===== src/rtl/pclr_pkg.sv =====
// ----------------------------------------------------------------------------
// pclr_pkg: shared definitions for the pot level change reporter
// Register indexes, field widths and the fixed scaling constants of the
// sample-to-level mapping.
// ----------------------------------------------------------------------------
`default_nettype none

package pclr_pkg;

   // ADC range and deadband
   localparam int ADC_MIN  = 0;
   localparam int ADC_MAX  = 4095;
   localparam int DEADBAND = 205;

   localparam int CLAMP_LO = ADC_MIN + DEADBAND;
   localparam int CLAMP_HI = ADC_MAX - DEADBAND;
   localparam int SPAN     = CLAMP_HI - CLAMP_LO;
   localparam bit SPAN_OK  = (SPAN > 0);

   // divisor used by the reciprocal multiply (kept legal when span is empty)
   localparam int DIV_SPAN  = SPAN_OK ? SPAN : 1;
   localparam int DIV_SHIFT = 32 + $clog2(DIV_SPAN);

   // round-up reciprocal: exact floor(n / DIV_SPAN) for any 32-bit n
   localparam logic [63:0] RECIP_WIDE =
      ((64'd1 << DIV_SHIFT) + 64'(DIV_SPAN) - 64'd1) / 64'(DIV_SPAN);
   localparam logic [32:0] RECIP = RECIP_WIDE[32:0];

   localparam int LEVEL_W  = 16;
   localparam int SAMPLE_W = 12;
   localparam int TIME_W   = 32;
   localparam int TID_W    = 8;
   localparam int INST_W   = 8;

   localparam logic signed [LEVEL_W-1:0] LEVEL_LOW = 16'sh8000;

   // reset values of the control registers
   localparam logic [15:0] MIN_CHANGE_RST = 16'd512;
   localparam logic [15:0] INTERVAL_RST   = 16'd50;
   localparam logic [TIME_W-1:0] LAST_REPORT_RST = 32'hFFFF_FFFF;

   localparam int CSR_INDEX_W = 2;

   typedef enum logic [CSR_INDEX_W-1:0] {
      CSR_MIN_CHANGE     = 2'd0,
      CSR_INTERVAL_MS    = 2'd1,
      CSR_INSTANCE_INDEX = 2'd2
   } csr_index_type;

endpackage

`default_nettype wire


===== src/rtl/pot_level_change_reporter.sv =====
// ----------------------------------------------------------------------------
// pot_level_change_reporter: potentiometer level change reporter
// Gates samples by a minimum report interval, maps them to a signed level
// and reports level changes with a rolling transaction id.
// ----------------------------------------------------------------------------
//
//  channel  | direction | handshake              | payload
//  ---------+-----------+------------------------+---------------------------
//  req_     | in        | req_tvalid/req_tready  | now_ms, sample
//  rsp_     | out       | rsp_tvalid/rsp_tready  | level, transaction_id,
//           |           |                        | instance_out
//  csr_     | in        | csr_valid/csr_ready    | csr_index, csr_data
//
//  One sample per cycle sustained. Three register stages: input, mapped
//  level (after the reciprocal multiply) and result; a reporting sample
//  raises rsp_tvalid once loaded into the result register. Report decision
//  and state update sit in the last stage, so each sample sees the state
//  left by the one before. Synchronous active-high reset, ready right after.
//  A waiting result stalls the pipe only when the next sample also reports.
// ----------------------------------------------------------------------------
`default_nettype none

module pot_level_change_reporter
   import pclr_pkg::*;
(
   input  wire logic                   clock,
   input  wire logic                   reset,

   input  wire logic                   req_tvalid,
   output logic                        req_tready,
   // [31:0] now_ms, [43:32] sample, [47:44] zero
   input  wire logic [47:0]            req_tdata,

   output logic                        rsp_tvalid,
   input  wire logic                   rsp_tready,
   // [15:0] level, [23:16] transaction_id, [31:24] instance_out
   output logic [31:0]                 rsp_tdata,

   input  wire logic                   csr_valid,
   output logic                        csr_ready,
   input  wire logic [CSR_INDEX_W-1:0] csr_index,
   input  wire logic [15:0]            csr_data
);

   // configuration registers
   logic [15:0]       min_change_ff, min_change_in;
   logic [15:0]       interval_ff, interval_in;
   logic [INST_W-1:0] instance_ff, instance_in;

   // stage 1: raw input
   logic                s1_valid_ff, s1_valid_in;
   logic [TIME_W-1:0]   s1_now_ff, s1_now_in;
   logic [SAMPLE_W-1:0] s1_sample_ff, s1_sample_in;

   // stage 2: mapped level
   logic                      s2_valid_ff, s2_valid_in;
   logic [TIME_W-1:0]         s2_now_ff, s2_now_in;
   logic signed [LEVEL_W-1:0] s2_level_ff, s2_level_in;

   // reporter state
   logic signed [LEVEL_W-1:0] prev_level_ff, prev_level_in;
   logic                      prev_valid_ff, prev_valid_in;
   logic [TIME_W-1:0]         last_report_ff, last_report_in;
   logic [TID_W-1:0]          tid_ff, tid_in;

   // result register
   logic                      rsp_valid_ff, rsp_valid_in;
   logic signed [LEVEL_W-1:0] rsp_level_ff, rsp_level_in;
   logic [TID_W-1:0]          rsp_tid_ff, rsp_tid_in;
   logic [INST_W-1:0]         rsp_inst_ff, rsp_inst_in;

   logic                      req_fire;
   logic                      s2_ready;
   logic                      s2_retire;
   logic                      out_free;
   logic signed [LEVEL_W-1:0] mapped_level;
   logic [TIME_W-1:0]         elapsed;
   logic                      time_ok;
   logic signed [16:0]        diff;
   logic [16:0]               diff_mag;
   logic                      report;

   pclr_map u_map (
      .sample (s1_sample_ff),
      .level  (mapped_level)
   );

   // ---------------- handshake ----------------
   assign out_free   = !rsp_valid_ff || rsp_tready;
   assign s2_retire  = s2_valid_ff && (!report || out_free);
   assign s2_ready   = !s2_valid_ff || s2_retire;
   assign req_tready = !s1_valid_ff || s2_ready;
   assign req_fire   = req_tvalid && req_tready;
   assign csr_ready  = 1'b1;

   // ---------------- report decision ----------------
   // wrapping time difference; a timestamp that runs backwards reads as long
   assign elapsed  = s2_now_ff - last_report_ff;
   assign time_ok  = elapsed >= {16'd0, interval_ff};
   assign diff     = {s2_level_ff[15], s2_level_ff} - {prev_level_ff[15], prev_level_ff};
   assign diff_mag = diff[16] ? 17'(-diff) : 17'(diff);
   assign report   = time_ok && prev_valid_ff &&
                     ((diff_mag > {1'b0, min_change_ff}) ||
                      (s2_level_ff == 16'sd0 && prev_level_ff != 16'sd0));

   // ---------------- configuration ----------------
   always_comb begin
      min_change_in = min_change_ff;
      interval_in   = interval_ff;
      instance_in   = instance_ff;
      if (csr_valid) begin
         case (csr_index_type'(csr_index))
            CSR_MIN_CHANGE:     min_change_in = csr_data;
            CSR_INTERVAL_MS:    interval_in   = csr_data;
            CSR_INSTANCE_INDEX: instance_in   = csr_data[INST_W-1:0];
            default: ;  // unknown index: write dropped
         endcase
      end
   end

   // ---------------- pipeline next state ----------------
   always_comb begin
      s1_valid_in  = req_fire || (s1_valid_ff && !s2_ready);
      s1_now_in    = req_fire ? req_tdata[31:0] : s1_now_ff;
      s1_sample_in = req_fire ? req_tdata[43:32] : s1_sample_ff;

      s2_valid_in  = (s1_valid_ff && s2_ready) || (s2_valid_ff && !s2_retire);
      s2_now_in    = (s1_valid_ff && s2_ready) ? s1_now_ff : s2_now_ff;
      s2_level_in  = (s1_valid_ff && s2_ready) ? mapped_level : s2_level_ff;
   end

   // ---------------- state and result ----------------
   always_comb begin
      prev_level_in  = prev_level_ff;
      prev_valid_in  = prev_valid_ff;
      last_report_in = last_report_ff;
      tid_in         = tid_ff;
      rsp_valid_in   = rsp_valid_ff && !rsp_tready;
      rsp_level_in   = rsp_level_ff;
      rsp_tid_in     = rsp_tid_ff;
      rsp_inst_in    = rsp_inst_ff;

      if (s2_retire && time_ok) begin
         if (!prev_valid_ff) begin
            // first level only primes the stored value
            prev_level_in = s2_level_ff;
            prev_valid_in = 1'b1;
         end else if (report) begin
            prev_level_in  = s2_level_ff;
            last_report_in = s2_now_ff;
            tid_in         = tid_ff + 8'd1;
            rsp_valid_in   = 1'b1;
            rsp_level_in   = s2_level_ff;
            rsp_tid_in     = tid_ff + 8'd1;
            rsp_inst_in    = instance_ff;
         end
      end
   end

   // ---------------- registers ----------------
   always_ff @(posedge clock) begin
      if (reset) begin
         min_change_ff  <= MIN_CHANGE_RST;
         interval_ff    <= INTERVAL_RST;
         instance_ff    <= '0;
         s1_valid_ff    <= 1'b0;
         s2_valid_ff    <= 1'b0;
         prev_level_ff  <= LEVEL_LOW;
         prev_valid_ff  <= 1'b0;
         last_report_ff <= LAST_REPORT_RST;
         tid_ff         <= '0;
         rsp_valid_ff   <= 1'b0;
      end else begin
         min_change_ff  <= min_change_in;
         interval_ff    <= interval_in;
         instance_ff    <= instance_in;
         s1_valid_ff    <= s1_valid_in;
         s2_valid_ff    <= s2_valid_in;
         prev_level_ff  <= prev_level_in;
         prev_valid_ff  <= prev_valid_in;
         last_report_ff <= last_report_in;
         tid_ff         <= tid_in;
         rsp_valid_ff   <= rsp_valid_in;
      end
   end

   // payload, no reset needed
   always_ff @(posedge clock) begin
      s1_now_ff    <= s1_now_in;
      s1_sample_ff <= s1_sample_in;
      s2_now_ff    <= s2_now_in;
      s2_level_ff  <= s2_level_in;
      rsp_level_ff <= rsp_level_in;
      rsp_tid_ff   <= rsp_tid_in;
      rsp_inst_ff  <= rsp_inst_in;
   end

   assign rsp_tvalid = rsp_valid_ff;
   assign rsp_tdata  = {rsp_inst_ff, rsp_tid_ff, rsp_level_ff};

endmodule

`default_nettype wire


===== src/rtl/pclr_map.sv =====
// ----------------------------------------------------------------------------
// pclr_map: sample to level mapping
// Clamps the raw sample into the deadband window and scales it onto the
// signed 16-bit range with a constant reciprocal multiply.
// ----------------------------------------------------------------------------
`default_nettype none

module pclr_map
   import pclr_pkg::*;
(
   input  wire logic [SAMPLE_W-1:0]       sample,
   output logic signed [LEVEL_W-1:0]      level
);

   logic [16:0] x_clamped;
   logic [15:0] offset;
   logic [31:0] numer;
   logic [64:0] prod;
   logic [15:0] quot;

   always_comb begin
      x_clamped = {5'd0, sample};
      if (x_clamped < 17'(CLAMP_LO)) begin
         x_clamped = 17'(CLAMP_LO);
      end
      if (x_clamped > 17'(CLAMP_HI)) begin
         x_clamped = 17'(CLAMP_HI);
      end
   end

   // value lies in [CLAMP_LO, CLAMP_HI] whenever the span is non-empty
   assign offset = 16'(x_clamped - 17'(CLAMP_LO));

   // offset * 65535 as shift and subtract
   assign numer = {offset, 16'd0} - {16'd0, offset};
   assign prod  = 65'(numer) * 65'(RECIP);
   assign quot  = prod[DIV_SHIFT +: 16];

   // quot - 32768 is quot with the top bit flipped
   assign level = SPAN_OK ? $signed({~quot[15], quot[14:0]}) : LEVEL_LOW;

endmodule

`default_nettype wire


===== config.mk =====
export PLATFORM = sky130hd
export DESIGN_NAME = pot_level_change_reporter
export DESIGN_NICKNAME = d
export VERILOG_FILES = /design/src/rtl/pclr_pkg.sv /design/src/rtl/pot_level_change_reporter.sv /design/src/rtl/pclr_map.sv
export SDC_FILE = /design/constraint.sdc
export NUM_CORES = 1
export LEC_CHECK = 0
export ABC_AREA = 1
export BUFFER_PORTS_ARGS = -buffer_cell sky130_fd_sc_hd__buf_2
export CORE_MARGIN = 5
export CORE_UTILIZATION = 33
export CTS_CLUSTER_DIAMETER = 30
export DETAILED_ROUTE_END_ITERATION = 8
export GPL_TIMING_DRIVEN = 0
export MAX_ROUTING_LAYER = met4
export SLEW_MARGIN = 0
export SYNTH_ARGS = -nofsm -noshare
export SYNTH_HDL_FRONTEND = slang
export SYNTH_SLANG_ARGS = --single-unit

===== constraint.sdc =====
create_clock -name clock -period 22.3 [get_ports clock]
set_clock_uncertainty 0.1 [all_clocks]
set_input_delay 1.115 -clock clock [delete_from_list [all_inputs] [get_ports clock]]
set_output_delay 1.115 -clock clock [all_outputs]
set_load 0.005 [all_outputs]

==> results of run 1 <==
==> cell usage after synthesis, types with 14 or more instances <==
cell	instances
sky130_fd_sc_hd__a21oi_1	163
sky130_fd_sc_hd__a31oi_1	14
sky130_fd_sc_hd__clkbuf_1	18
sky130_fd_sc_hd__dfxtp_1	100
sky130_fd_sc_hd__edfxtp_1	124
sky130_fd_sc_hd__fa_1	379
sky130_fd_sc_hd__ha_1	464
sky130_fd_sc_hd__inv_1	984
sky130_fd_sc_hd__nand2_1	606
sky130_fd_sc_hd__nand3_1	135
sky130_fd_sc_hd__nand4_1	53
sky130_fd_sc_hd__nor2_1	243
sky130_fd_sc_hd__nor3_1	25
sky130_fd_sc_hd__o21ai_0	112
sky130_fd_sc_hd__xnor2_1	14
sky130_fd_sc_hd__xor2_1	55
==> how the worst max path moves through the flow <==
stage | cells past startpoint | slack (ns) | start | end
floorplan | 52 | 12.48 | s1_sample_ff[10] | s2_level_ff[14]
global placement | 40 | 10.20 | s1_sample_ff[8] | s2_level_ff[13]
detailed placement | 40 | 10.07 | s1_sample_ff[8] | s2_level_ff[13]
CTS | 40 | 10.02 | s1_sample_ff[8] | s2_level_ff[13]
global route | 45 | 9.21 | s1_sample_ff[8] | s2_level_ff[14]
finish | 43 | 10.06 | s1_sample_ff[8] | s2_level_ff[13]
==> final cells by class <==
class                   count  area share, %
clock buffers              55          3.540
inverters                 994          10.97
repair buffers            103          1.693
plain buffers              33         0.5189
clock inverters            29          1.406
multi-input cells        2372          60.66
flip-flops and latches    224          16.84
well taps                1186          4.364
diodes                      1       0.007360
==> through the flow <==
step                      area [um2]  hold slack [ns]
after floorplan                30250           0.3003
after global placement         32230           0.3030
after detailed placement       32320           0.3045
after CTS                      34000           0.3129
after global routing           34000           0.3202
final                          34000           0.3131
==> kinds of logic (layout without fill, tap and decap cells) <==
| kind of cell | Yosys count | after routing | share of synthesized area, % |
|---|---|---|---|
| compound gates | 344 | 344 | 6.238 |
| xor+xnor | 71 | 71 | 2.105 |
| fa+ha+maj | 843 | 843 | 44.28 |
| buf+inv | 1027 | 1214 | 12.92 |
| flops | 224 | 224 | 18.93 |
| mux | 1 | 1 | 0.03309 |
| other cells | 1 | 2 | 0.01240 |
| simple gates | 1112 | 1112 | 15.49 |
==> metal layers <==
layer / global-route usage (%) / part of all wire, % / routed length [um]
met4: 4.702 / 3.1 / 2558
met5: - / 0 / 0
met1: 22.86 / 45 / 37560
met2: 28.01 / 46 / 38440
met3: 3.279 / 6.0 / 5055
==> worst max-delay path, delay by kind of cell, from the launching register on <==
| kind | cells | cell delay (ns) |
|---|---|---|
| AO/OA/AOI/OAI | 2 | 0.72 |
| XOR/XNOR | 1 | 0.18 |
| adder cells (fa/ha/maj) | 10 | 4.85 |
| buffers and inverters | 10 | 1.93 |
| flip-flops | 1 | 0.45 |
| AND/OR/NAND/NOR | 20 | 3.76 |
==> registers in the layout, summed over array words and instances (netlist names), 12 cells and up <==
signal          cells
last_report_ff     32
s1_now_ff          32
s2_now_ff          32
interval_ff        16
min_change_ff      16
prev_level_ff      16
rsp_level_ff       16
s2_level_ff        16
s1_sample_ff       12
==> report_table.html, run 1 <==
<table>
<tr><th>Metric</th><th>Value</th></tr>
<tr><th colspan="2">Drt</th></tr>
<tr><td>Final wirelength</td><td>about 84,000 um</td></tr>
<tr><td>Routed wirelength normalized by instance count</td><td>16.73 um</td></tr>
<tr><td>Violation count after the first detailed-route iteration</td><td>about 1.4k</td></tr>
<tr><td>Post-DR vias/cell</td><td>4.659</td></tr>
<tr><td>Final antenna-violating net count</td><td>0</td></tr>
<tr><td>Drc violations</td><td>0</td></tr>
<tr><td>Vias post-DR</td><td>23.28k</td></tr>
<tr><td>First drt pass iteration count</td><td>6</td></tr>
<tr><th colspan="2">GRT</th></tr>
<tr><td>Antenna violations before repair</td><td>0</td></tr>
<tr><td>Largest net degree at the start of global routing</td><td>42</td></tr>
<tr><td>Vias in the first global route</td><td>around 23k</td></tr>
<tr><td>Wire length of the first global-routing pass</td><td>between 100,000 and 150,000 um</td></tr>
<tr><td>Total overflow reported by the global router</td><td>0</td></tr>
<tr><td>Overall global routing resource usage</td><td>between 15 and 20%</td></tr>
<tr><th colspan="2">Synth</th></tr>
<tr><td>Area share of the largest cell type after synthesis</td><td>approximately 25%</td></tr>
<tr><td>Cell area after synthesis</td><td>30,250 um2</td></tr>
<tr><td>Post-Synthesis Mean Instance Area</td><td>8.349 um2</td></tr>
<tr><td>Most used flip-flop cell after synthesis</td><td>sky130_fd_sc_hd__edfxtp_1</td></tr>
<tr><td>Number of register bits inferred by synthesis</td><td>between 200 and 250</td></tr>
<tr><td>Largest area contributor in the synthesized netlist</td><td>sky130_fd_sc_hd__fa_1</td></tr>
<tr><td>Proportion of register bits with asynchronous set or reset after synthesis</td><td>0%</td></tr>
<tr><td>Number of unique standard cell types used by synthesis</td><td>slightly above 50</td></tr>
<tr><td>EDFF count, synth</td><td>~120</td></tr>
<tr><td>Post-Synthesis Cells</td><td>between 3k and 4k</td></tr>
<tr><td>Share of the yosys chip area belonging to registers</td><td>18.93%</td></tr>
<tr><td>Total number of yosys warnings</td><td>0</td></tr>
<tr><td>Syn nets</td><td>4,537</td></tr>
<tr><td>Dominant cells by area after synthesis</td><td>sky130_fd_sc_hd__fa_1, sky130_fd_sc_hd__ha_1, sky130_fd_sc_hd__edfxtp_1</td></tr>
<tr><th colspan="2">Die</th></tr>
<tr><td>Die area</td><td>97,820 um2</td></tr>
<tr><td>Count of pins on the block boundary</td><td>106</td></tr>
<tr><td>Die width</td><td>312.8 um</td></tr>
<tr><td>Site Rows</td><td>~110</td></tr>
<tr><td>Die Y-Extent</td><td>312.8 um</td></tr>
<tr><td>Core box area</td><td>between 90,000 and 100,000 um2</td></tr>
<tr><td>Starting utilization of the core area</td><td>33.10%</td></tr>
<tr><th colspan="2">Worst hold path</th></tr>
<tr><td>Worst hold path type</td><td>reg -&gt; reg</td></tr>
<tr><td>Launch point of the worst hold path</td><td>s1_now_ff[27]</td></tr>
<tr><td>Hold Path Sink</td><td>s2_now_ff[27]</td></tr>
<tr><td>Worst Hold Depth</td><td>0</td></tr>
<tr><th colspan="2">STA</th></tr>
<tr><td>Setup TNS</td><td>0 ns</td></tr>
<tr><td>Maximum clock frequency</td><td>approximately 0.082 GHz</td></tr>
<tr><td># setup viols final</td><td>0</td></tr>
<tr><td>RSZ-0062 raised after global routing</td><td>no</td></tr>
<tr><td>Slew Viols, Final</td><td>0</td></tr>
<tr><td>Post-layout min period</td><td>~12 ns</td></tr>
<tr><td>Final period utilization</td><td>54.89%</td></tr>
<tr><td>Final count of hold timing violations</td><td>0</td></tr>
<tr><td>PnR worst setup slack</td><td>between 10 and 15 ns</td></tr>
<tr><td>Worst max-slew margin expressed relative to the limit</td><td>a little under a fifth</td></tr>
<tr><td>Least-Margin Pin Slew</td><td>~1.2 ns</td></tr>
<tr><th colspan="2">Setup path</th></tr>
<tr><td>Number of cells traversed by the worst register-to-register path</td><td>between 40 and 50</td></tr>
<tr><td>CP max stage cell</td><td>sky130_fd_sc_hd__nor2_1</td></tr>
<tr><td>Critical path class</td><td>reg -&gt; reg</td></tr>
<tr><td>Startpoint of the lowest-slack register-to-register path</td><td>s1_sample_ff[8]</td></tr>
<tr><td>Critical R2R Capture</td><td>s2_level_ff[13]</td></tr>
<tr><td>Kind of capture point of the worst setup path</td><td>flop</td></tr>
<tr><td>Largest fanout on the critical path</td><td>12</td></tr>
<tr><td>Crit path DAT</td><td>around 12 ns</td></tr>
<tr><td>R2r setup slk</td><td>roughly 10 ns</td></tr>
<tr><td>Slowest stage delay, CP</td><td>between 0.9 and 1 ns</td></tr>
<tr><td>Most frequent CP cell</td><td>sky130_fd_sc_hd__nand2_1</td></tr>
<tr><td>Critical Path Source Type</td><td>flop</td></tr>
<tr><td>Critical path data required time</td><td>22.51 ns</td></tr>
<tr><th colspan="2">CTS</th></tr>
<tr><td>TritonCTS Buffers</td><td>between 40 and 50</td></tr>
<tr><td>Number of instances resized during post-cts repair</td><td>0</td></tr>
<tr><td>Postcts setup bufs</td><td>0</td></tr>
<tr><td>Clock Latency Late Sink</td><td>between 0.5 and 0.6 ns</td></tr>
<tr><td>H-tree levels</td><td>2</td></tr>
<tr><td>Cts-stage hold buffer count</td><td>0</td></tr>
<tr><td>CTS tree</td><td>yes</td></tr>
<tr><td>Deepest clock path buffer count</td><td>3</td></tr>
<tr><td>Clock edge transition at the registers on the reported setup and hold paths</td><td>approximately 0.05 ns</td></tr>
<tr><td>Sinks on Clock Net</td><td>between 200 and 250</td></tr>
<tr><td>Clock tree root driver cell</td><td>sky130_fd_sc_hd__clkbuf_16</td></tr>
<tr><th colspan="2">Final layout</th></tr>
<tr><td>Ratio of cells with drive above 1 in the final layout</td><td>around 6.2%</td></tr>
<tr><td>Reg area</td><td>between 5000 and 6000 um2</td></tr>
<tr><td>Top library cells by usage in the layout, fill and taps aside</td><td>sky130_fd_sc_hd__inv_1, sky130_fd_sc_hd__nand2_1, sky130_fd_sc_hd__ha_1</td></tr>
<tr><td>Most common cell after layout, fill and taps aside</td><td>sky130_fd_sc_hd__inv_1</td></tr>
<tr><td>Number of standard cells in the final layout excluding fillers</td><td>about 5k</td></tr>
<tr><td>Number of nets in the layout</td><td>about 4.7k</td></tr>
<tr><td>Combined area of the multi-input logic cells</td><td>20,620 um2</td></tr>
<tr><td>Post-layout util</td><td>37.21%</td></tr>
<tr><td>Fill cell total of the finished layout</td><td>~9.4k</td></tr>
<tr><td>Layout-stage area growth over the synthesis result</td><td>12.40%</td></tr>
<tr><th colspan="2">Placed design</th></tr>
<tr><td>Post-DP HPWL</td><td>around 74,000 um</td></tr>
<tr><td>Worst slack at placement</td><td>10.07 ns</td></tr>
<tr><td>Placer's final routability congestion estimate</td><td>roughly 0.95</td></tr>
<tr><td>Placed cells</td><td>between 4k and 5k</td></tr>
<tr><td>Buffers added on ports</td><td>100</td></tr>
<tr><th colspan="2">Run</th></tr>
<tr><td>Max-capacitance violation count</td><td>0</td></tr>
<tr><th colspan="2">Outcome</th></tr>
<tr><td>Result of the run</td><td>finished clean</td></tr>
</table>
Power of run 1 is left out: the tool's default activity adds up to more than one toggle a clock period on the data nets, which glitch-free logic cannot reach.
==> inputs of run 2 (changes only) <==
==> constraint.sdc (replaced) <==
create_clock -name clock -period 10.7 [get_ports clock]
set_clock_uncertainty 0.1 [all_clocks]
set_input_delay 0.535 -clock clock [delete_from_list [all_inputs] [get_ports clock]]
set_output_delay 0.535 -clock clock [all_outputs]
set_load 0.005 [all_outputs]
==> run 2 against run 1 <==
Utilization grew 0.71 points. Via count grew 0.52%. Global-route usage is essentially flat. Highest routed layer unchanged. Hold slack got worse by 0.27 ns. Critical path depth grew 6. Non-clock buffer count is 46 higher. Sequential cell count stayed put.
==> report_table.html, run 2 (synthesized netlist as in run 1, its figures left out) <==
<table>
<tr><th>Metric</th><th>Value</th></tr>
<tr><th colspan="2">Outcome</th></tr>
<tr><td>Result of the run</td><td>finished clean (unchanged)</td></tr>
<tr><th colspan="2">CTS</th></tr>
<tr><td>Clock Latency Late Sink</td><td>0.58 ns (about the same)</td></tr>
<tr><td>H-tree levels</td><td>2 (unchanged)</td></tr>
<tr><td>Clock edge transition at the registers on the reported setup and hold paths</td><td>0.05 ns (about the same)</td></tr>
<tr><td>Deepest clock path buffer count</td><td>3 (unchanged)</td></tr>
<tr><td>Sinks on Clock Net</td><td>224 (unchanged)</td></tr>
<tr><td>Clock tree root driver cell</td><td>sky130_fd_sc_hd__clkbuf_16 (unchanged)</td></tr>
<tr><td>TritonCTS Buffers</td><td>45 (unchanged)</td></tr>
<tr><td>CTS tree</td><td>yes (unchanged)</td></tr>
<tr><th colspan="2">STA</th></tr>
<tr><td>RSZ-0062 raised after global routing</td><td>yes (was no)</td></tr>
<tr><td>Setup TNS</td><td>0 ns (unchanged)</td></tr>
<tr><td># setup viols final</td><td>0 (unchanged)</td></tr>
<tr><td>Post-route worst hold slack</td><td>0.04113 ns (was 0.3131 ns)</td></tr>
<tr><td>Maximum clock frequency</td><td>0.09776 GHz (was 0.08170 GHz)</td></tr>
<tr><td>Post-layout min period</td><td>10.23 ns (was 12.24 ns)</td></tr>
<tr><td>PnR worst setup slack</td><td>0.4708 ns (was 10.06 ns)</td></tr>
<tr><td>Least-Margin Pin Slew</td><td>1.042 ns (was 1.218 ns)</td></tr>
<tr><td>Slew Viols, Final</td><td>0 (unchanged)</td></tr>
<tr><td>Final count of hold timing violations</td><td>0 (unchanged)</td></tr>
<tr><td>Final period utilization</td><td>95.60% (was 54.89%)</td></tr>
<tr><td>Worst max-slew margin expressed relative to the limit</td><td>30.54% (was 18.53%)</td></tr>
<tr><th colspan="2">Final layout</th></tr>
<tr><td>Number of standard cells in the final layout excluding fillers</td><td>5,042 (was 4,997)</td></tr>
<tr><td>Number of nets in the layout</td><td>4,733 (was 4,687)</td></tr>
<tr><td>Top library cells by usage in the layout, fill and taps aside</td><td>sky130_fd_sc_hd__inv_1, sky130_fd_sc_hd__nand2_1, sky130_fd_sc_hd__ha_1 (unchanged)</td></tr>
<tr><td>Layout-stage area growth over the synthesis result</td><td>14.55% (was 12.40%)</td></tr>
<tr><td>Regs by FF count</td><td>last_report_ff: 32 flops, s1_now_ff: 32 flops, s2_now_ff: 32 flops (unchanged)</td></tr>
<tr><td>Antenna diodes</td><td>0 (was 1)</td></tr>
<tr><td>Most common cell after layout, fill and taps aside</td><td>sky130_fd_sc_hd__inv_1 (unchanged)</td></tr>
<tr><td>Ratio of cells with drive above 1 in the final layout</td><td>8.662% (was 6.220%)</td></tr>
<tr><th colspan="2">Run</th></tr>
<tr><td>Max-capacitance violation count</td><td>0 (unchanged)</td></tr>
<tr><th colspan="2">Drt</th></tr>
<tr><td>Final antenna-violating net count</td><td>0 (unchanged)</td></tr>
<tr><td>Final wirelength</td><td>84,230 um (was 83,610 um)</td></tr>
<tr><td>Drc violations</td><td>0 (unchanged)</td></tr>
<tr><td>Violation count after the first detailed-route iteration</td><td>1,483 (was 1,449)</td></tr>
<tr><td>First drt pass iteration count</td><td>8 (was 6)</td></tr>
<tr><td>Vias post-DR</td><td>23.40k (was 23.28k)</td></tr>
<tr><td>Routed wirelength normalized by instance count</td><td>16.70 um (was 16.73 um)</td></tr>
<tr><td>Post-DR vias/cell</td><td>4.642 (was 4.659)</td></tr>
<tr><th colspan="2">Setup path</th></tr>
<tr><td>Critical path data required time</td><td>10.91 ns (was 22.51 ns)</td></tr>
<tr><td>Crit path DAT</td><td>10.44 ns (was 12.45 ns)</td></tr>
<tr><td>Most frequent CP cell</td><td>sky130_fd_sc_hd__inv_1 (was sky130_fd_sc_hd__nand2_1)</td></tr>
<tr><td>Kind of capture point of the worst setup path</td><td>flop (unchanged)</td></tr>
<tr><td>Largest fanout on the critical path</td><td>9 (was 12)</td></tr>
<tr><td>Slowest stage delay, CP</td><td>0.58 ns (was 0.92 ns)</td></tr>
<tr><td>Critical path class</td><td>reg -&gt; reg (unchanged)</td></tr>
<tr><td>Number of cells traversed by the worst register-to-register path</td><td>49 (was 43)</td></tr>
<tr><td>CP max stage cell</td><td>sky130_fd_sc_hd__fa_1 (was sky130_fd_sc_hd__nor2_1)</td></tr>
<tr><td>Critical Path Source Type</td><td>flop (unchanged)</td></tr>
<tr><th colspan="2">Die</th></tr>
<tr><td>Die width</td><td>312.8 um (unchanged)</td></tr>
<tr><td>Die Y-Extent</td><td>312.8 um (unchanged)</td></tr>
<tr><td>Core box area</td><td>91,390 um2 (unchanged)</td></tr>
<tr><td>Die area</td><td>97,820 um2 (unchanged)</td></tr>
<tr><td>Count of pins on the block boundary</td><td>106 (unchanged)</td></tr>
<tr><td>Site Rows</td><td>111 (unchanged)</td></tr>
<tr><td>Starting utilization of the core area</td><td>33.10% (unchanged)</td></tr>
<tr><th colspan="2">Worst hold path</th></tr>
<tr><td>Worst Hold Depth</td><td>1 (was 0)</td></tr>
<tr><td>Worst hold path type</td><td>in -&gt; reg (was reg -&gt; reg)</td></tr>
<tr><th colspan="2">GRT</th></tr>
<tr><td>Largest net degree at the start of global routing</td><td>42 (unchanged)</td></tr>
<tr><td>Overall global routing resource usage</td><td>17.48% (was 17.46%)</td></tr>
<tr><td>Antenna violations before repair</td><td>0 (unchanged)</td></tr>
<tr><td>Total overflow reported by the global router</td><td>0 (unchanged)</td></tr>
<tr><td>Vias in the first global route</td><td>23.39k (was 23.33k)</td></tr>
<tr><td>Wire length of the first global-routing pass</td><td>130,100 um (was 129,900 um)</td></tr>
<tr><th colspan="2">Placed design</th></tr>
<tr><td>Buffers added on ports</td><td>100 (unchanged)</td></tr>
<tr><td>Post-DP HPWL</td><td>73,690 um (unchanged)</td></tr>
<tr><td>Placer's final routability congestion estimate</td><td>0.9456 (unchanged)</td></tr>
<tr><td>Placed cells</td><td>4,912 (unchanged)</td></tr>
<tr><td>Worst slack at placement</td><td>-1.533 ns (was 10.07 ns)</td></tr>
</table>
run 2: cell types whose count changed in the layout (fill, tap and decap cells not counted), moves of 8 or more:
cell	delta
sky130_fd_sc_hd__clkinvlp_4	+9
sky130_fd_sc_hd__buf_4	+43
sky130_fd_sc_hd__inv_1	-10
sky130_fd_sc_hd__nand2_2	+8
sky130_fd_sc_hd__nor2_1	-8
sky130_fd_sc_hd__nand2_1	-13
run 2: worst paths after layout:
check,startpoint,endpoint,slack (ns)
max reg2reg,s1_sample_ff[4],s2_level_ff[13],0.47
max,s1_sample_ff[4],s2_level_ff[13],0.47
min,req_tdata[4],s1_now_ff[4],0.04
min reg2reg,s1_now_ff[27],s2_now_ff[27],0.31
run 2: final cells by class:
cell class / instances / area (um2)
Buffer: 33 / 176.4
Inverter: 994 / 3779
Multi-Input combinational cell: 2372 / 20880
Clock buffer: 55 / 1204
Fill cell: 9358 / 56730
Clock inverter: 29 / 478.0
Tap cell: 1186 / 1484
Sequential cell: 224 / 5725
Timing Repair Buffer: 149 / 928.4
run 2: through the flow:
| stage | cell area, um2 | utilization, % |
|---|---|---|
| final | 34650 | 37.92 |
| after global routing | 34650 | 37.92 |
| after CTS | 34130 | 37.35 |
| after detailed placement | 32320 | 35.36 |
| after global placement | 32230 | 35.27 |
| after floorplan | 30250 | - |
run 2: critical path: cells and delay by family, from the launching register on:
family / cells / cell delay [ns]
xor gates and xnor gates: 1 / 0.09
AOI/OAI and AO/OA: 7 / 1.25
and+or+nand+nor: 19 / 2.23
DFF: 1 / 0.44
adders and majority gates: 10 / 4.90
buffers and inverters: 12 / 0.98
run 2: what timing repair did:
action,4_1_cts,5_1_grt
pin swaps,1,14
gates resized for setup,20,59
hold buffers,3,0
gates cloned,0,0
hold endpoints to repair,3,0
setup buffers,5,38
setup endpoints to repair,16,16
run 2: routing by layer:
| layer | global-route usage [%] | share of wire [%] | vias to the layer above |
|---|---|---|---|
| li1 | - | - | 11590 |
| met1 | 22.89 | 45 | 11130 |
| met2 | 28.05 | 46 | 553 |
| met3 | 3.266 | 5.6 | 131 |
| met4 | 4.742 | 3.2 | 0 |
| met5 | - | 0 | - |
Power of run 2 is left out for the same reason.
==> inputs of run 3 (changes only) <==
==> constraint.sdc (replaced) <==
create_clock -name clock -period 11.8 [get_ports clock]
set_clock_uncertainty 0.1 [all_clocks]
set_input_delay 0.59 -clock clock [delete_from_list [all_inputs] [get_ports clock]]
set_output_delay 0.59 -clock clock [all_outputs]
set_load 0.005 [all_outputs]
==> run 3 against run 2 <==
Cell count shrank 0.77%. Critical path type unchanged. Setup slack gained 0.32 ns. Utilization shrank 0.63 points. Non-clock buffer count shrank 40. Die area is the same. Wire length shrank 0.73%. Via count shrank 0.54%. Global-route usage is essentially flat. Sequential cell count is the same. First-iteration DRC count grew 1.2%.
==> report_table.html, run 3 (synthesized netlist as in run 1, its figures left out) <==
<table>
<tr><th>Metric</th><th>Value</th></tr>
<tr><th colspan="2">Drt</th></tr>
<tr><td>Vias post-DR</td><td>23.28k (was 23.40k)</td></tr>
<tr><td>Post-DR vias/cell</td><td>4.652 (was 4.642)</td></tr>
<tr><td>Drc violations</td><td>0 (unchanged)</td></tr>
<tr><td>Final wirelength</td><td>83,610 um (was 84,230 um)</td></tr>
<tr><td>Violation count after the first detailed-route iteration</td><td>1,501 (was 1,483)</td></tr>
<tr><td>Routed wirelength normalized by instance count</td><td>16.71 um (was 16.70 um)</td></tr>
<tr><td>Final antenna-violating net count</td><td>0 (unchanged)</td></tr>
<tr><td>First drt pass iteration count</td><td>7 (was 8)</td></tr>
<tr><th colspan="2">STA</th></tr>
<tr><td>Maximum clock frequency</td><td>0.09081 GHz (was 0.09776 GHz)</td></tr>
<tr><td>Least-Margin Pin Slew</td><td>1.093 ns (was 1.042 ns)</td></tr>
<tr><td>Final count of hold timing violations</td><td>0 (unchanged)</td></tr>
<tr><td>Post-layout min period</td><td>11.01 ns (was 10.23 ns)</td></tr>
<tr><td># setup viols final</td><td>0 (unchanged)</td></tr>
<tr><td>RSZ-0062 raised after global routing</td><td>yes (unchanged)</td></tr>
<tr><td>Post-route worst hold slack</td><td>0.09464 ns (was 0.04113 ns)</td></tr>
<tr><td>Slew Viols, Final</td><td>0 (unchanged)</td></tr>
<tr><td>Worst max-slew margin expressed relative to the limit</td><td>26.88% (was 30.54%)</td></tr>
<tr><td>Final period utilization</td><td>93.32% (was 95.60%)</td></tr>
<tr><th colspan="2">CTS</th></tr>
<tr><td>Clock tree root driver cell</td><td>sky130_fd_sc_hd__clkbuf_16 (unchanged)</td></tr>
<tr><td>TritonCTS Buffers</td><td>45 (unchanged)</td></tr>
<tr><td>Clock Latency Late Sink</td><td>0.58 ns (about the same)</td></tr>
<tr><td>CTS tree</td><td>yes (unchanged)</td></tr>
<tr><td>H-tree levels</td><td>2 (unchanged)</td></tr>
<tr><td>Clock edge transition at the registers on the reported setup and hold paths</td><td>0.05 ns (about the same)</td></tr>
<tr><td>Deepest clock path buffer count</td><td>3 (unchanged)</td></tr>
<tr><td>Sinks on Clock Net</td><td>224 (unchanged)</td></tr>
<tr><th colspan="2">Setup path</th></tr>
<tr><td>Kind of capture point of the worst setup path</td><td>flop (unchanged)</td></tr>
<tr><td>Largest fanout on the critical path</td><td>12 (was 9)</td></tr>
<tr><td>Start point of the critical path</td><td>s1_sample_ff[8] (was s1_sample_ff[4])</td></tr>
<tr><td>Number of cells traversed by the worst register-to-register path</td><td>46 (was 49)</td></tr>
<tr><td>Worst path bufs/invs</td><td>10 (was 12)</td></tr>
<tr><td>CP max stage cell</td><td>sky130_fd_sc_hd__fa_1 (unchanged)</td></tr>
<tr><td>Slowest stage delay, CP</td><td>0.87 ns (was 0.58 ns)</td></tr>
<tr><td>Startpoint of the lowest-slack register-to-register path</td><td>s1_sample_ff[8] (was s1_sample_ff[4])</td></tr>
<tr><td>Critical Path Source Type</td><td>flop (unchanged)</td></tr>
<tr><td>Critical path class</td><td>reg -&gt; reg (unchanged)</td></tr>
<tr><td>Critical path data required time</td><td>12.02 ns (was 10.91 ns)</td></tr>
<tr><td>Crit path DAT</td><td>11.23 ns (was 10.44 ns)</td></tr>
<tr><td>Critical R2R Capture</td><td>s2_level_ff[9] (was s2_level_ff[13])</td></tr>
<tr><td>Crit path max-delay family</td><td>adder cells (unchanged)</td></tr>
<tr><td>Most frequent CP cell</td><td>sky130_fd_sc_hd__nand2_1 (was sky130_fd_sc_hd__inv_1)</td></tr>
<tr><td>R2r setup slk</td><td>0.79 ns (was 0.47 ns)</td></tr>
<tr><th colspan="2">Die</th></tr>
<tr><td>Starting utilization of the core area</td><td>33.10% (unchanged)</td></tr>
<tr><td>Die Y-Extent</td><td>312.8 um (unchanged)</td></tr>
<tr><td>Die area</td><td>97,820 um2 (unchanged)</td></tr>
<tr><td>Site Rows</td><td>111 (unchanged)</td></tr>
<tr><td>Count of pins on the block boundary</td><td>106 (unchanged)</td></tr>
<tr><td>Core box area</td><td>91,390 um2 (unchanged)</td></tr>
<tr><td>Die width</td><td>312.8 um (unchanged)</td></tr>
<tr><th colspan="2">Worst hold path</th></tr>
<tr><td>Launch point of the worst hold path</td><td>req_tdata[20] (was req_tdata[4])</td></tr>
<tr><td>Worst hold path type</td><td>in -&gt; reg (unchanged)</td></tr>
<tr><td>Worst Hold Depth</td><td>1 (unchanged)</td></tr>
<tr><td>Hold Path Sink</td><td>s1_now_ff[20] (was s1_now_ff[4])</td></tr>
<tr><th colspan="2">GRT</th></tr>
<tr><td>Antenna violations before repair</td><td>0 (unchanged)</td></tr>
<tr><td>Vias in the first global route</td><td>23.33k (was 23.39k)</td></tr>
<tr><td>Total overflow reported by the global router</td><td>0 (unchanged)</td></tr>
<tr><td>Overall global routing resource usage</td><td>17.46% (was 17.48%)</td></tr>
<tr><td>Wire length of the first global-routing pass</td><td>129,900 um (was 130,100 um)</td></tr>
<tr><td>Largest net degree at the start of global routing</td><td>42 (unchanged)</td></tr>
<tr><th colspan="2">Final layout</th></tr>
<tr><td>Most common cell after layout, fill and taps aside</td><td>sky130_fd_sc_hd__inv_1 (unchanged)</td></tr>
<tr><td>Ratio of cells with drive above 1 in the final layout</td><td>6.551% (was 8.662%)</td></tr>
<tr><td>Regs by FF count</td><td>last_report_ff: 32 flops, s1_now_ff: 32 flops, s2_now_ff: 32 flops (unchanged)</td></tr>
<tr><td>Top library cells by usage in the layout, fill and taps aside</td><td>sky130_fd_sc_hd__inv_1, sky130_fd_sc_hd__nand2_1, sky130_fd_sc_hd__ha_1 (unchanged)</td></tr>
<tr><td>Number of nets in the layout</td><td>4,693 (was 4,733)</td></tr>
<tr><td>Layout-stage area growth over the synthesis result</td><td>12.66% (was 14.55%)</td></tr>
<tr><th colspan="2">Placed design</th></tr>
<tr><td>Placer's final routability congestion estimate</td><td>0.9456 (unchanged)</td></tr>
<tr><td>Post-DP HPWL</td><td>73,690 um (unchanged)</td></tr>
<tr><td>Buffers added on ports</td><td>100 (unchanged)</td></tr>
<tr><th colspan="2">Run</th></tr>
<tr><td>Max-capacitance violation count</td><td>0 (unchanged)</td></tr>
<tr><th colspan="2">Outcome</th></tr>
<tr><td>Result of the run</td><td>finished clean (unchanged)</td></tr>
</table>
[run 3: worst reg2reg max path: cells and delay by family (launching register included)]
| family | cells | cell delay [ns] |
|---|---|---|
| adders and majority gates | 10 | 4.86 |
| xor gates and xnor gates | 1 | 0.10 |
| AOI/OAI and AO/OA | 2 | 0.43 |
| buffers and inverters | 10 | 1.57 |
| and+or+nand+nor | 23 | 3.27 |
| DFF | 1 | 0.46 |
[run 3: final cells by class]
type,instances,area [um2]
tap,1186,1484
multi-input combinational,2372,20650
clock inverter,29,478.0
inverter,994,3735
timing repair buffer,109,620.6
antenna,1,2.502
sequential,224,5725
buffer,33,176.4
fill,9405,57310
clock buffer,55,1204
[run 3: metal layers]
layer  up-vias  track usage [%]  wire length, um
li1      11520                -                -
met1     11070            22.86            37720
met2       562            28.02            38440
met3       128            3.279             4923
met4         0            4.702             2526
met5         -                -                0
[run 3: stage by stage]
step	worst slack, ns	cells	area (um2)	TNS (ns)	utilization (%)
after detailed placement	-0.4333	4912	32320	-3.506	35.36
after CTS	0.06018	4996	34010	0	37.21
after global routing	-0.05168	5002	34080	-0.06532	37.29
after global placement	-0.2991	4909	32230	-1.481	35.27
after floorplan	1.983	3623	30250	0	-
final	0.7882	5003	34080	0	37.29
[run 3: how the worst max path moves through the flow]
stage,end,slack [ns],cells after the start
final,s2_level_ff[9],0.79,46
after global routing,s2_level_ff[14],-0.05,52
after CTS,s2_level_ff[14],0.06,52
after detailed placement,s2_level_ff[13],-0.43,40
after global placement,s2_level_ff[13],-0.30,40
after floorplan,s2_level_ff[14],1.98,52
[run 3: repair_timing]
item	4_1_cts	5_1_grt
gates resized for setup	4	6
setup endpoints to repair	16	16
pin swaps	0	1
endpoints found under the hold margin	0	0
hold buffers	0	0
buffers inserted	0	6
Power of run 3 is left out for the same reason.
